$ cat src/design/deq_pkg.sv
package deq_pkg;

	localparam int DEQ_DEPTH = 16;

	localparam logic [2:0] MODE_PUSH_FRONT = 3'd0;
	localparam logic [2:0] MODE_PUSH_BACK  = 3'd1;
	localparam logic [2:0] MODE_POP_FRONT  = 3'd2;
	localparam logic [2:0] MODE_POP_BACK   = 3'd3;
	localparam logic [2:0] MODE_PEEK_FRONT = 3'd4;
	localparam logic [2:0] MODE_PEEK_BACK  = 3'd5;

	localparam logic [1:0] STATUS_OK    = 2'd0;
	localparam logic [1:0] STATUS_EMPTY = 2'd1;
	localparam logic [1:0] STATUS_FULL  = 2'd2;

	typedef struct packed {
		logic [2:0]         mode;
		logic signed [31:0] push_value;
	} req_item_t;

	typedef struct packed {
		logic signed [31:0] read_value;
		logic [1:0]         status;
		logic [4:0]         item_count;
	} rsp_item_t;

	typedef enum logic [1:0] {
		ST_IDLE,
		ST_READ,
		ST_OUT
	} deq_state_t;

	// controller -> datapath
	typedef struct packed {
		logic accept;
		logic capture;
	} deq_cmd_t;

	// datapath -> controller
	typedef struct packed {
		logic need_read;
	} deq_stat_t;

endpackage

$ cat src/design/deq_ram.sv
module deq_ram #(
	parameter int WIDTH = 32,
	parameter int DEPTH = 16
) (
	input  logic                     clk,
	input  logic                     we,
	input  logic [$clog2(DEPTH)-1:0] waddr,
	input  logic [WIDTH-1:0]         wdata,
	input  logic                     re,
	input  logic [$clog2(DEPTH)-1:0] raddr,
	output logic [WIDTH-1:0]         rdata
);

	logic [WIDTH-1:0] mem_q [DEPTH];

	always_ff @(posedge clk) begin
		if (we) begin
			mem_q[waddr] <= wdata;
		end
		if (re) begin
			rdata <= mem_q[raddr];
		end
	end

endmodule

$ cat src/design/deq_ctrl.sv
module deq_ctrl (
	input  logic              clk,
	input  logic              arst_n,
	input  logic              req_valid,
	output logic              req_stall,
	output logic              rsp_valid,
	input  logic              rsp_stall,
	input  deq_pkg::deq_stat_t stat,
	output deq_pkg::deq_cmd_t  cmd
);
	import deq_pkg::*;

	deq_state_t state_q;
	deq_state_t state_d;

	always_ff @(posedge clk or negedge arst_n) begin
		if (!arst_n) begin
			state_q <= ST_IDLE;
		end else begin
			state_q <= state_d;
		end
	end

	always_comb begin
		state_d     = state_q;
		req_stall   = 1'b1;
		rsp_valid   = 1'b0;
		cmd.accept  = 1'b0;
		cmd.capture = 1'b0;
		unique case (state_q)
			ST_IDLE: begin
				req_stall = 1'b0;
				if (req_valid) begin
					cmd.accept = 1'b1;
					state_d    = stat.need_read ? ST_READ : ST_OUT;
				end
			end
			ST_READ: begin
				// RAM read data is valid this cycle
				cmd.capture = 1'b1;
				state_d     = ST_OUT;
			end
			ST_OUT: begin
				rsp_valid = 1'b1;
				if (!rsp_stall) begin
					state_d = ST_IDLE;
				end
			end
			default: begin
				state_d = ST_IDLE;
			end
		endcase
	end

endmodule

$ cat src/design/deq_dp.sv
module deq_dp #(
	parameter int DEPTH = deq_pkg::DEQ_DEPTH
) (
	input  logic               clk,
	input  logic               arst_n,
	input  deq_pkg::req_item_t req,
	output deq_pkg::rsp_item_t rsp,
	input  deq_pkg::deq_cmd_t  cmd,
	output deq_pkg::deq_stat_t stat
);
	import deq_pkg::*;

	localparam int AW = $clog2(DEPTH);
	localparam int CW = $clog2(DEPTH + 1);

	logic [AW-1:0] front_q, front_d;
	logic [CW-1:0] count_q, count_d;
	rsp_item_t     rsp_q;

	logic          full, empty;
	logic [AW-1:0] front_inc, front_dec, tail_slot, back_slot;
	logic [CW:0]   tail_sum, back_sum, tail_wrap, back_wrap;
	logic [CW-1:0] count_m1;
	logic [CW+4:0] count_ext;

	logic          ram_we;
	logic [AW-1:0] ram_waddr, ram_raddr;
	logic [31:0]   ram_rdata;
	logic [1:0]    op_status;

	assign full  = (count_q == CW'(DEPTH));
	assign empty = (count_q == '0);

	assign front_inc = (front_q == AW'(DEPTH - 1)) ? '0 : front_q + 1'b1;
	assign front_dec = (front_q == '0) ? AW'(DEPTH - 1) : front_q - 1'b1;

	// sums stay below twice DEPTH, one subtract wraps them
	assign count_m1  = count_q - 1'b1;
	assign tail_sum  = (CW+1)'(front_q) + (CW+1)'(count_q);
	assign back_sum  = (CW+1)'(front_q) + (CW+1)'(count_m1);
	assign tail_wrap = (tail_sum >= (CW+1)'(DEPTH)) ? tail_sum - (CW+1)'(DEPTH) : tail_sum;
	assign back_wrap = (back_sum >= (CW+1)'(DEPTH)) ? back_sum - (CW+1)'(DEPTH) : back_sum;
	assign tail_slot = tail_wrap[AW-1:0];
	assign back_slot = back_wrap[AW-1:0];

	always_comb begin
		front_d        = front_q;
		count_d        = count_q;
		ram_we         = 1'b0;
		ram_waddr      = tail_slot;
		ram_raddr      = front_q;
		op_status      = STATUS_OK;
		stat.need_read = 1'b0;
		unique case (req.mode)
			MODE_PUSH_FRONT, MODE_PUSH_BACK: begin
				if (full) begin
					op_status = STATUS_FULL;
				end else begin
					ram_we  = 1'b1;
					count_d = count_q + 1'b1;
					if (req.mode == MODE_PUSH_FRONT) begin
						front_d   = front_dec;
						ram_waddr = front_dec;
					end
				end
			end
			MODE_POP_FRONT, MODE_POP_BACK, MODE_PEEK_FRONT, MODE_PEEK_BACK: begin
				if (empty) begin
					op_status = STATUS_EMPTY;
				end else begin
					stat.need_read = 1'b1;
					if (req.mode == MODE_POP_BACK || req.mode == MODE_PEEK_BACK) begin
						ram_raddr = back_slot;
					end
					if (req.mode == MODE_POP_FRONT) begin
						front_d = front_inc;
						count_d = count_m1;
					end else if (req.mode == MODE_POP_BACK) begin
						count_d = count_m1;
					end
				end
			end
			default: begin
			end
		endcase
	end

	assign count_ext = {5'd0, count_d};

	always_ff @(posedge clk or negedge arst_n) begin
		if (!arst_n) begin
			front_q <= '0;
			count_q <= '0;
		end else if (cmd.accept) begin
			front_q <= front_d;
			count_q <= count_d;
		end
	end

	always_ff @(posedge clk) begin
		if (cmd.accept) begin
			rsp_q.read_value <= '0;
			rsp_q.status     <= op_status;
			rsp_q.item_count <= count_ext[4:0];
		end else if (cmd.capture) begin
			rsp_q.read_value <= ram_rdata;
		end
	end

	assign rsp = rsp_q;

	deq_ram #(
		.WIDTH(32),
		.DEPTH(DEPTH)
	) u_ram (
		.clk  (clk),
		.we   (ram_we & cmd.accept),
		.waddr(ram_waddr),
		.wdata(req.push_value),
		.re   (stat.need_read & cmd.accept),
		.raddr(ram_raddr),
		.rdata(ram_rdata)
	);

endmodule

$ cat src/design/double_ended_queue_top.sv
// channel  direction  payload     handshake
// req      in         req_item_t  req_valid / req_stall
// rsp      out        rsp_item_t  rsp_valid / rsp_stall
//
// One operation at a time. A push or error result is valid the cycle after the
// request transfer; a pop or peek result first passes a read state, in which the
// registered RAM read data is captured. The next request transfers the cycle
// after the result transfers.
// Reset clears front index and count; the entry RAM is not cleared.
// A stalled result holds in the output register.
module double_ended_queue_top #(
	parameter int DEPTH = deq_pkg::DEQ_DEPTH
) (
	input  logic               clk,
	input  logic               arst_n,
	input  logic               req_valid,
	output logic               req_stall,
	input  deq_pkg::req_item_t req,
	output logic               rsp_valid,
	input  logic               rsp_stall,
	output deq_pkg::rsp_item_t rsp
);
	import deq_pkg::*;

	deq_cmd_t  cmd;
	deq_stat_t stat;

	deq_ctrl u_ctrl (
		.clk      (clk),
		.arst_n   (arst_n),
		.req_valid(req_valid),
		.req_stall(req_stall),
		.rsp_valid(rsp_valid),
		.rsp_stall(rsp_stall),
		.stat     (stat),
		.cmd      (cmd)
	);

	deq_dp #(
		.DEPTH(DEPTH)
	) u_dp (
		.clk   (clk),
		.arst_n(arst_n),
		.req   (req),
		.rsp   (rsp),
		.cmd   (cmd),
		.stat  (stat)
	);

endmodule
$ cat config.mk
export PLATFORM = sky130hd
export DESIGN_NAME = double_ended_queue_top
export DESIGN_NICKNAME = d
export VERILOG_FILES = /design/src/design/deq_pkg.sv /design/src/design/deq_ram.sv /design/src/design/deq_ctrl.sv /design/src/design/deq_dp.sv /design/src/design/double_ended_queue_top.sv
export SDC_FILE = /design/constraint.sdc
export NUM_CORES = 1
export LEC_CHECK = 0
export BUFFER_PORTS_ARGS = -buffer_cell sky130_fd_sc_hd__buf_2
export CAP_MARGIN = 20
export CORE_AREA = 2 2 207 209
export DETAILED_ROUTE_END_ITERATION = 8
export DIE_AREA = 0 0 209 211
export GPL_TIMING_DRIVEN = 0
export PLACE_DENSITY = 0.74
export SYNTH_ARGS = -nofsm -noshare
export SYNTH_HDL_FRONTEND = slang
export SYNTH_HIERARCHICAL = 1
export SYNTH_SLANG_ARGS = --single-unit
$ cat constraint.sdc
create_clock -name clk -period 5 [get_ports clk]
set_input_delay 0.75 -clock clk [delete_from_list [all_inputs] [get_ports clk]]
set_output_delay 0.75 -clock clk [all_outputs]
set_load 0.01 [all_outputs]
## Word-level counts from Yosys, hierarchy flattened

Memories as Yosys holds them, arrays and structs flattened. A register that Yosys moved wholly into a read port is not among the register bits.
Cells that the tools add are included.

| word-level totals | value |
|---|---|
| register bits | 50 |
| bits in writable memories | 512 |
| input bits | 39 |
| output and inout bits | 41 |
| logic and storage cells | 82 |
| memories kept | 1 |

| operators by class | value |
|---|---|
| add/sub/neg operators | 8 |
| $lt $le $gt $ge | 2 |
| equality and inequality tests | 15 |
| muxes and demuxes | 38 |
| bitwise gates (word level) | 2 |
| reductions and logical operators | 10 |

Memory list:

| memory | depth | bits a word | rd ports | clocked after Yosys merged registers in | wr ports | RTL line | source |
|---|---|---|---|---|---|---|---|
| u_dp.u_ram.mem_q | 16 | 32 | 1 | 1 | 1 | deq_ram.sv:14 | `logic [WIDTH-1:0] mem_q [DEPTH];` |

Operators with widths:

| operator | count |
|---|---|
| two-way mux 4 bit | 14 |
| two-way mux 5 bit | 4 |
| adder 4 x 5 -> 6 bit | 2 |
| >= comparator 6 x 5 -> 1 bit (second input constant) | 2 |
| two-way mux 1 bit | 12 |
| subtractor 4 x 1 -> 4 bit (second input constant) | 3 |
| case mux 5 bit (2 select lines) | 1 |
| two-way mux 2 bit | 4 |
| != test 2 bit (second input constant) | 4 |
| case mux 4 bit (2 select lines) | 1 |
| equality test 3 x 2 -> 1 bit (second input constant) | 2 |
| equality test 3 bit (second input constant) | 2 |
| case mux 2 bit (3 select lines) | 1 |
| AND reduction 6 bit | 1 |
| adder 5 x 1 -> 5 bit (second input constant) | 1 |
| equality test 5 bit (second input constant) | 1 |
| logical NOT 5 bit | 1 |
| subtractor 5 x 1 -> 5 bit (second input constant) | 1 |
| adder 4 x 1 -> 4 bit (second input constant) | 1 |
| equality test 4 bit (second input constant) | 1 |
| logical NOT 4 bit | 1 |
| != test 2 x 1 -> 1 bit (second input constant) | 2 |
| case mux 2 bit (2 select lines) | 1 |
| OR reduction 4 bit | 1 |
| 10 further kinds | 11 |

## Logic depth before layout (Yosys ltp)

| logic depth | value |
|---|---|
| depth after elaboration | 7 |
| gate-level depth with buffers | 14 |
| gate-level depth less buffers | 12 |

## Hierarchy

The synthesis kept the hierarchy.

By module, submodules not included:

| module | instances | cells an instance | area an instance (um^2) | seq. area each (um^2) |
|---|---|---|---|---|
| deq_ram | 1 | 838 | 20155.6 | 16335.7 |
| deq_dp | 1 | 251 | 2479.9 | 1076.0 |
| deq_ctrl | 1 | 11 | 107.6 | 50.0 |

## Worst setup path after synthesis

No wires, ideal clock.

| timing path | value |
|---|---|
| path type | register to register |
| start point | register u_dp.count_q[1] |
| end point | memory u_dp.u_ram.mem_q[0][0] (enable) |
| setup time | 0.461 ns |
| data arrival time | 4.407 ns |
| data required time | 4.539 ns |
| slack | 0.132 ns |
| stages on the path, launching flop included | 9 |
| buffers on the path | 0 |
| clock period less this slack | 4.868 ns |
| cells stage by stage | dfrtp_1 > inv_1 > ha_1 > or3b_1 > o21ai_1 > nor2_1 > mux2i_1 > or3b_2 > nor3_1 |

| on the way | value |
|---|---|
| word-level cells in the longest chain between the ends | 6 |
| elaborated cells between the ends (all ways) | 13 |
| those cells by class | add/sub: 2; order compare: 1; eq/ne: 1; mux: 8; bitwise: 1 |

Ends and longest elaborated chain:

| element | RTL line | source |
|---|---|---|
| start, declared | deq_dp.sv:17 | `logic [CW-1:0] count_q, count_d;` |
| start signal, assigned | deq_dp.sv:96 | `count_q <= count_d;` |
| adder 4 x 5 -> 6 bit | deq_dp.sv:39 | `assign tail_sum = (CW+1)'(front_q) + (CW+1)'(count_q);` |
| >= comparator 6 x 5 -> 1 bit or subtractor 4 x 1 -> 4 bit (tied branches) | deq_dp.sv:41 | `assign tail_wrap = (tail_sum >= (CW+1)'(DEPTH)) ? tail_sum - (CW+1)'(DEPTH) : tail_sum;` |
| two-way mux 4 bit | deq_dp.sv:41 |  |
| two-way mux 4 bit | deq_dp.sv:61 | `if (req.mode == MODE_PUSH_FRONT) begin` |
| two-way mux 4 bit | deq_dp.sv:56 | `if (full) begin` |
| two-way mux 4 bit * | deq_dp.sv:54 | `unique case (req.mode)` |
| named net u_dp.ram_waddr[2] | deq_dp.sv:27 | `logic [AW-1:0] ram_waddr, ram_raddr;` |
| end, declared | deq_ram.sv:14 |  |

The timed path passes the listed nets; every way through them passes the cells marked *.

## Worst setup path in the final report

| timing path | value |
|---|---|
| start point | register u_dp.count_q[0] |
| end point | memory u_dp.u_ram.mem_q[12][14] (enable) |

The elaborated chain is that of the path after synthesis.

==> flow_summary.ini <==
[status]
status = complete, no violations

[drt]
drc = 0
drtPass1Iterations = 5
wl_mm = 48.69
drt_iter0_markers = 1262
num_vias = 11350
detail-route-antenna-nets = 0
wire_per_inst_um = 26.28
vias_per_cell = 6.127

[layout]
nFillCells = 2768
layout-drive-gt1-share_pct = 27.95
final_area_um2 = 26280
register_area_um2 = 17460
fin_nets = 1316
syn2layout_area_growth_pct = 15.53
multi_input_area_um2 = 5070

[timing]
finalCriticalPeriod_ns = 4.388
setup_slack_ns = 0.6123
max_slew.worst_pin.slew_ns = 0.9245
skew_ns = 0.01780
final_max_slew_viol_count = 0
rsz0062_at_grt = false
hold_slack_ns = 0.4221
maxSlewHeadroom_pct = 38.03
setup_viol = 0
hold_violations = 0
fmax_ghz = 0.2279
finalCritPeriodShare_pct = 87.75

[critical_path]
crit_path_max_fanout = 9
cp.required_ns = 5.30
cp-end-kind = flop
criticalPathCategory = reg -> reg
arrival_ns = 4.69
critPathLaunchType = flop

[place]
io_buffers = 79
placed_area_um2 = 24410
post-place-ws_ns = 0.6151
gp_congestion = 0.8302
hpwl_mm = 30.73

[global_routing]
grt_pass1_wl_mm = 73.46
grt_max_degree = 21
grt_pass1_vias = 11870
antenna_found_initial = 1
grt_usage_pct = 22.78
grt_overflow = 0

[synth]
postSynth.asyncResetShare_pct = 1.852
ys_ff_latch = 594
seq_area_frac_synth_pct = 76.78
synth_enable_flop_cells = 551
synth.avg_cell_area_um2 = 20.68
ys_warn_count = 6
synth_nets = 1151
synth_cell_type_count = 53
synth_cells = 1100
synth.cell_area_um2 = 22740
synth_ff_type = edfxtp_1

[floorplan]
pin_count = 80
die_y_um = 211
start_util_pct = 54.46
row_count = 75
core_area_um2 = 41760
die_x_um = 209
dieArea_um2 = 44100

[clocking]
cts_max_path_buffers = 3
clk_pin_slew_ns = 0.06
insertion_delay_ns = 0.60
cts_root_buf = clkbuf_16
numClockSinks = 594
post-cts-setup-buffers = 0
cts_tree = yes
cts_buffers = 56
cts_htree_levels = 2

[min_path]
min_path_type = in -> reg

[power]
powerDensity_nw_per_um2 = 603.3
ir_drop_v = 0.0003210
power_uw = 15850
leakagePower_uw = 0.008706

[run]
drv_cap = 0
## per-layer routing
metal	global-route usage [%]	vias up	wire, um
met3	3.910	77	3115
li1	-	4854	-
met5	0	-	0
met4	7.611	0	1257
met2	38.29	456	24500
met1	30.74	5967	19820
## worst paths after layout
check                                             from                            endpoint  slack [ns]  cells past startpoint
min in group asynchronous                       arst_n         u_dp/count_q[0]$_DFFE_PN0P_        0.55                      2
min                                          req_valid       u_ctrl/state_q[0]$_DFFE_PN0P_        0.42                      2
min reg2reg                  u_dp/rsp[13]$_SDFFE_PP0P_           u_dp/rsp[13]$_SDFFE_PP0P_        0.49                      2
max reg2reg                u_dp/count_q[0]$_DFFE_PN0P_  u_dp/u_ram/mem_q[12][14]$_DFFE_PP_        0.61                     12
max                        u_dp/count_q[0]$_DFFE_PN0P_  u_dp/u_ram/mem_q[12][14]$_DFFE_PP_        0.61                     12
max in group asynchronous                       arst_n       u_ctrl/state_q[1]$_DFFE_PN0P_        4.23                      2
## where the power goes
group	switching [uW]	internal (uW)	total [uW]
logic	3210	2290	5490
clock network	1750	2470	4220
registers	177	5960	6140
## cell type report
class,instances,area share [%]
Multi-Input combinational cell,437,19.30
Buffer,57,1.057
Inverter,12,0.1714
Timing Repair Buffer,107,3.390
Clock inverter,20,0.7905
Antenna cell,1,0.009524
Sequential cell,594,66.46
Clock buffer,86,6.262
Tap cell,539,2.567
## cell usage in the layout (no fill, tap or decap), drive strengths merged, types with 2 or more instances in the layout
master and instances:
a22oi 66, nand3b 2, fa 2, nand3 8, dfxtp 32, dfrtp 11
clkinv 12, edfxtp 551, and2 5, xnor2 8, a31oi 3, mux2i 38
bufinv 4, o211ai 2, o21ai 9, nand2 39, a21o 2, clkinvlp 2
a21oi 10, ha 10, nor2 60, xor2 4, mux4 128, or3b 3
buf 139, inv 14, nor3 5, clkbuf 110, and3 4, nor2b 3
nand2b 7, mux2 3
## kinds of logic after synthesis
logic type	synth area share [%]
adder cells (fa/ha/maj)	0.7262
multiplexers	14.50
XOR/XNOR	0.4952
AO/OA/AOI/OAI	3.202
AND/OR/NAND/NOR	2.883
flip-flops	76.78
buffers and inverters	1.419
## sequential cells by signal, indices dropped and copies added (netlist names)
signal,flops
u_dp/u_ram/rdata,32
u_ctrl/state_q,2
u_dp/front_q,4
u_dp/u_ram/mem_q,512
u_dp/rsp,39
u_dp/count_q,5
## critical path: stages, from the launching register on
cell,delay (ns)
dfrtp_1,0.48
inv_1,0.17
ha_1,0.24
or3b_1,0.39
o21ai_1,0.35
nor2_1,0.20
mux2i_1,0.32
nand3_1,0.38
nor3_2,0.81
buf_8,0.24
buf_6,0.17
buf_6,0.15
buf_6,0.16
## metrics by stage
stage,utilization [%],TNS (ns),cells
global route,62.92,0,1852
detailed placement,58.45,0,1745
CTS,62.92,0,1852
global placement,57.02,-574.96,1718
floorplan,-,0,1100
finish,62.92,0,1853
## cells in the mapped netlist, types with 2 or more instances
master	number	area share (%)
xor2_1	3	0.12
mux4_2	128	13
o21ai_1	3	0.066
and3_1	4	0.11
inv_1	12	0.20
mux2i_1	38	1.7
a31oi_1	3	0.083
nor2b_1	3	0.083
edfxtp_1	551	73
xnor2_1	8	0.31
nor2_1	59	0.97
clkbuf_1	24	0.40
nand3b_1	2	0.066
buf_2	12	0.26
nand3_1	7	0.15
buf_4	9	0.30
fa_1	2	0.18
dfxtp_1	32	2.8
a22oi_1	66	2.2
or3b_1	2	0.077
ha_1	10	0.55
o211ai_1	2	0.066
mux2_2	3	0.15
and2_1	5	0.14
a21o_1	2	0.066
dfrtp_1	11	1.2
a21oi_1	10	0.22
nor3_1	5	0.11
nand2_1	39	0.64
nand2b_1	7	0.19
o21ai_0	6	0.13
buf_1	10	0.17
buf_6	2	0.099
## repair_timing
| action | in CTS | in global routing |
|---|---|---|
| hold endpoints to repair | 8 | 0 |
| gates resized for setup | 0 | 0 |
| endpoints found under the setup margin | 0 | 0 |
| hold buffers | 1 | 0 |
(Power assumes the default switching activity.)
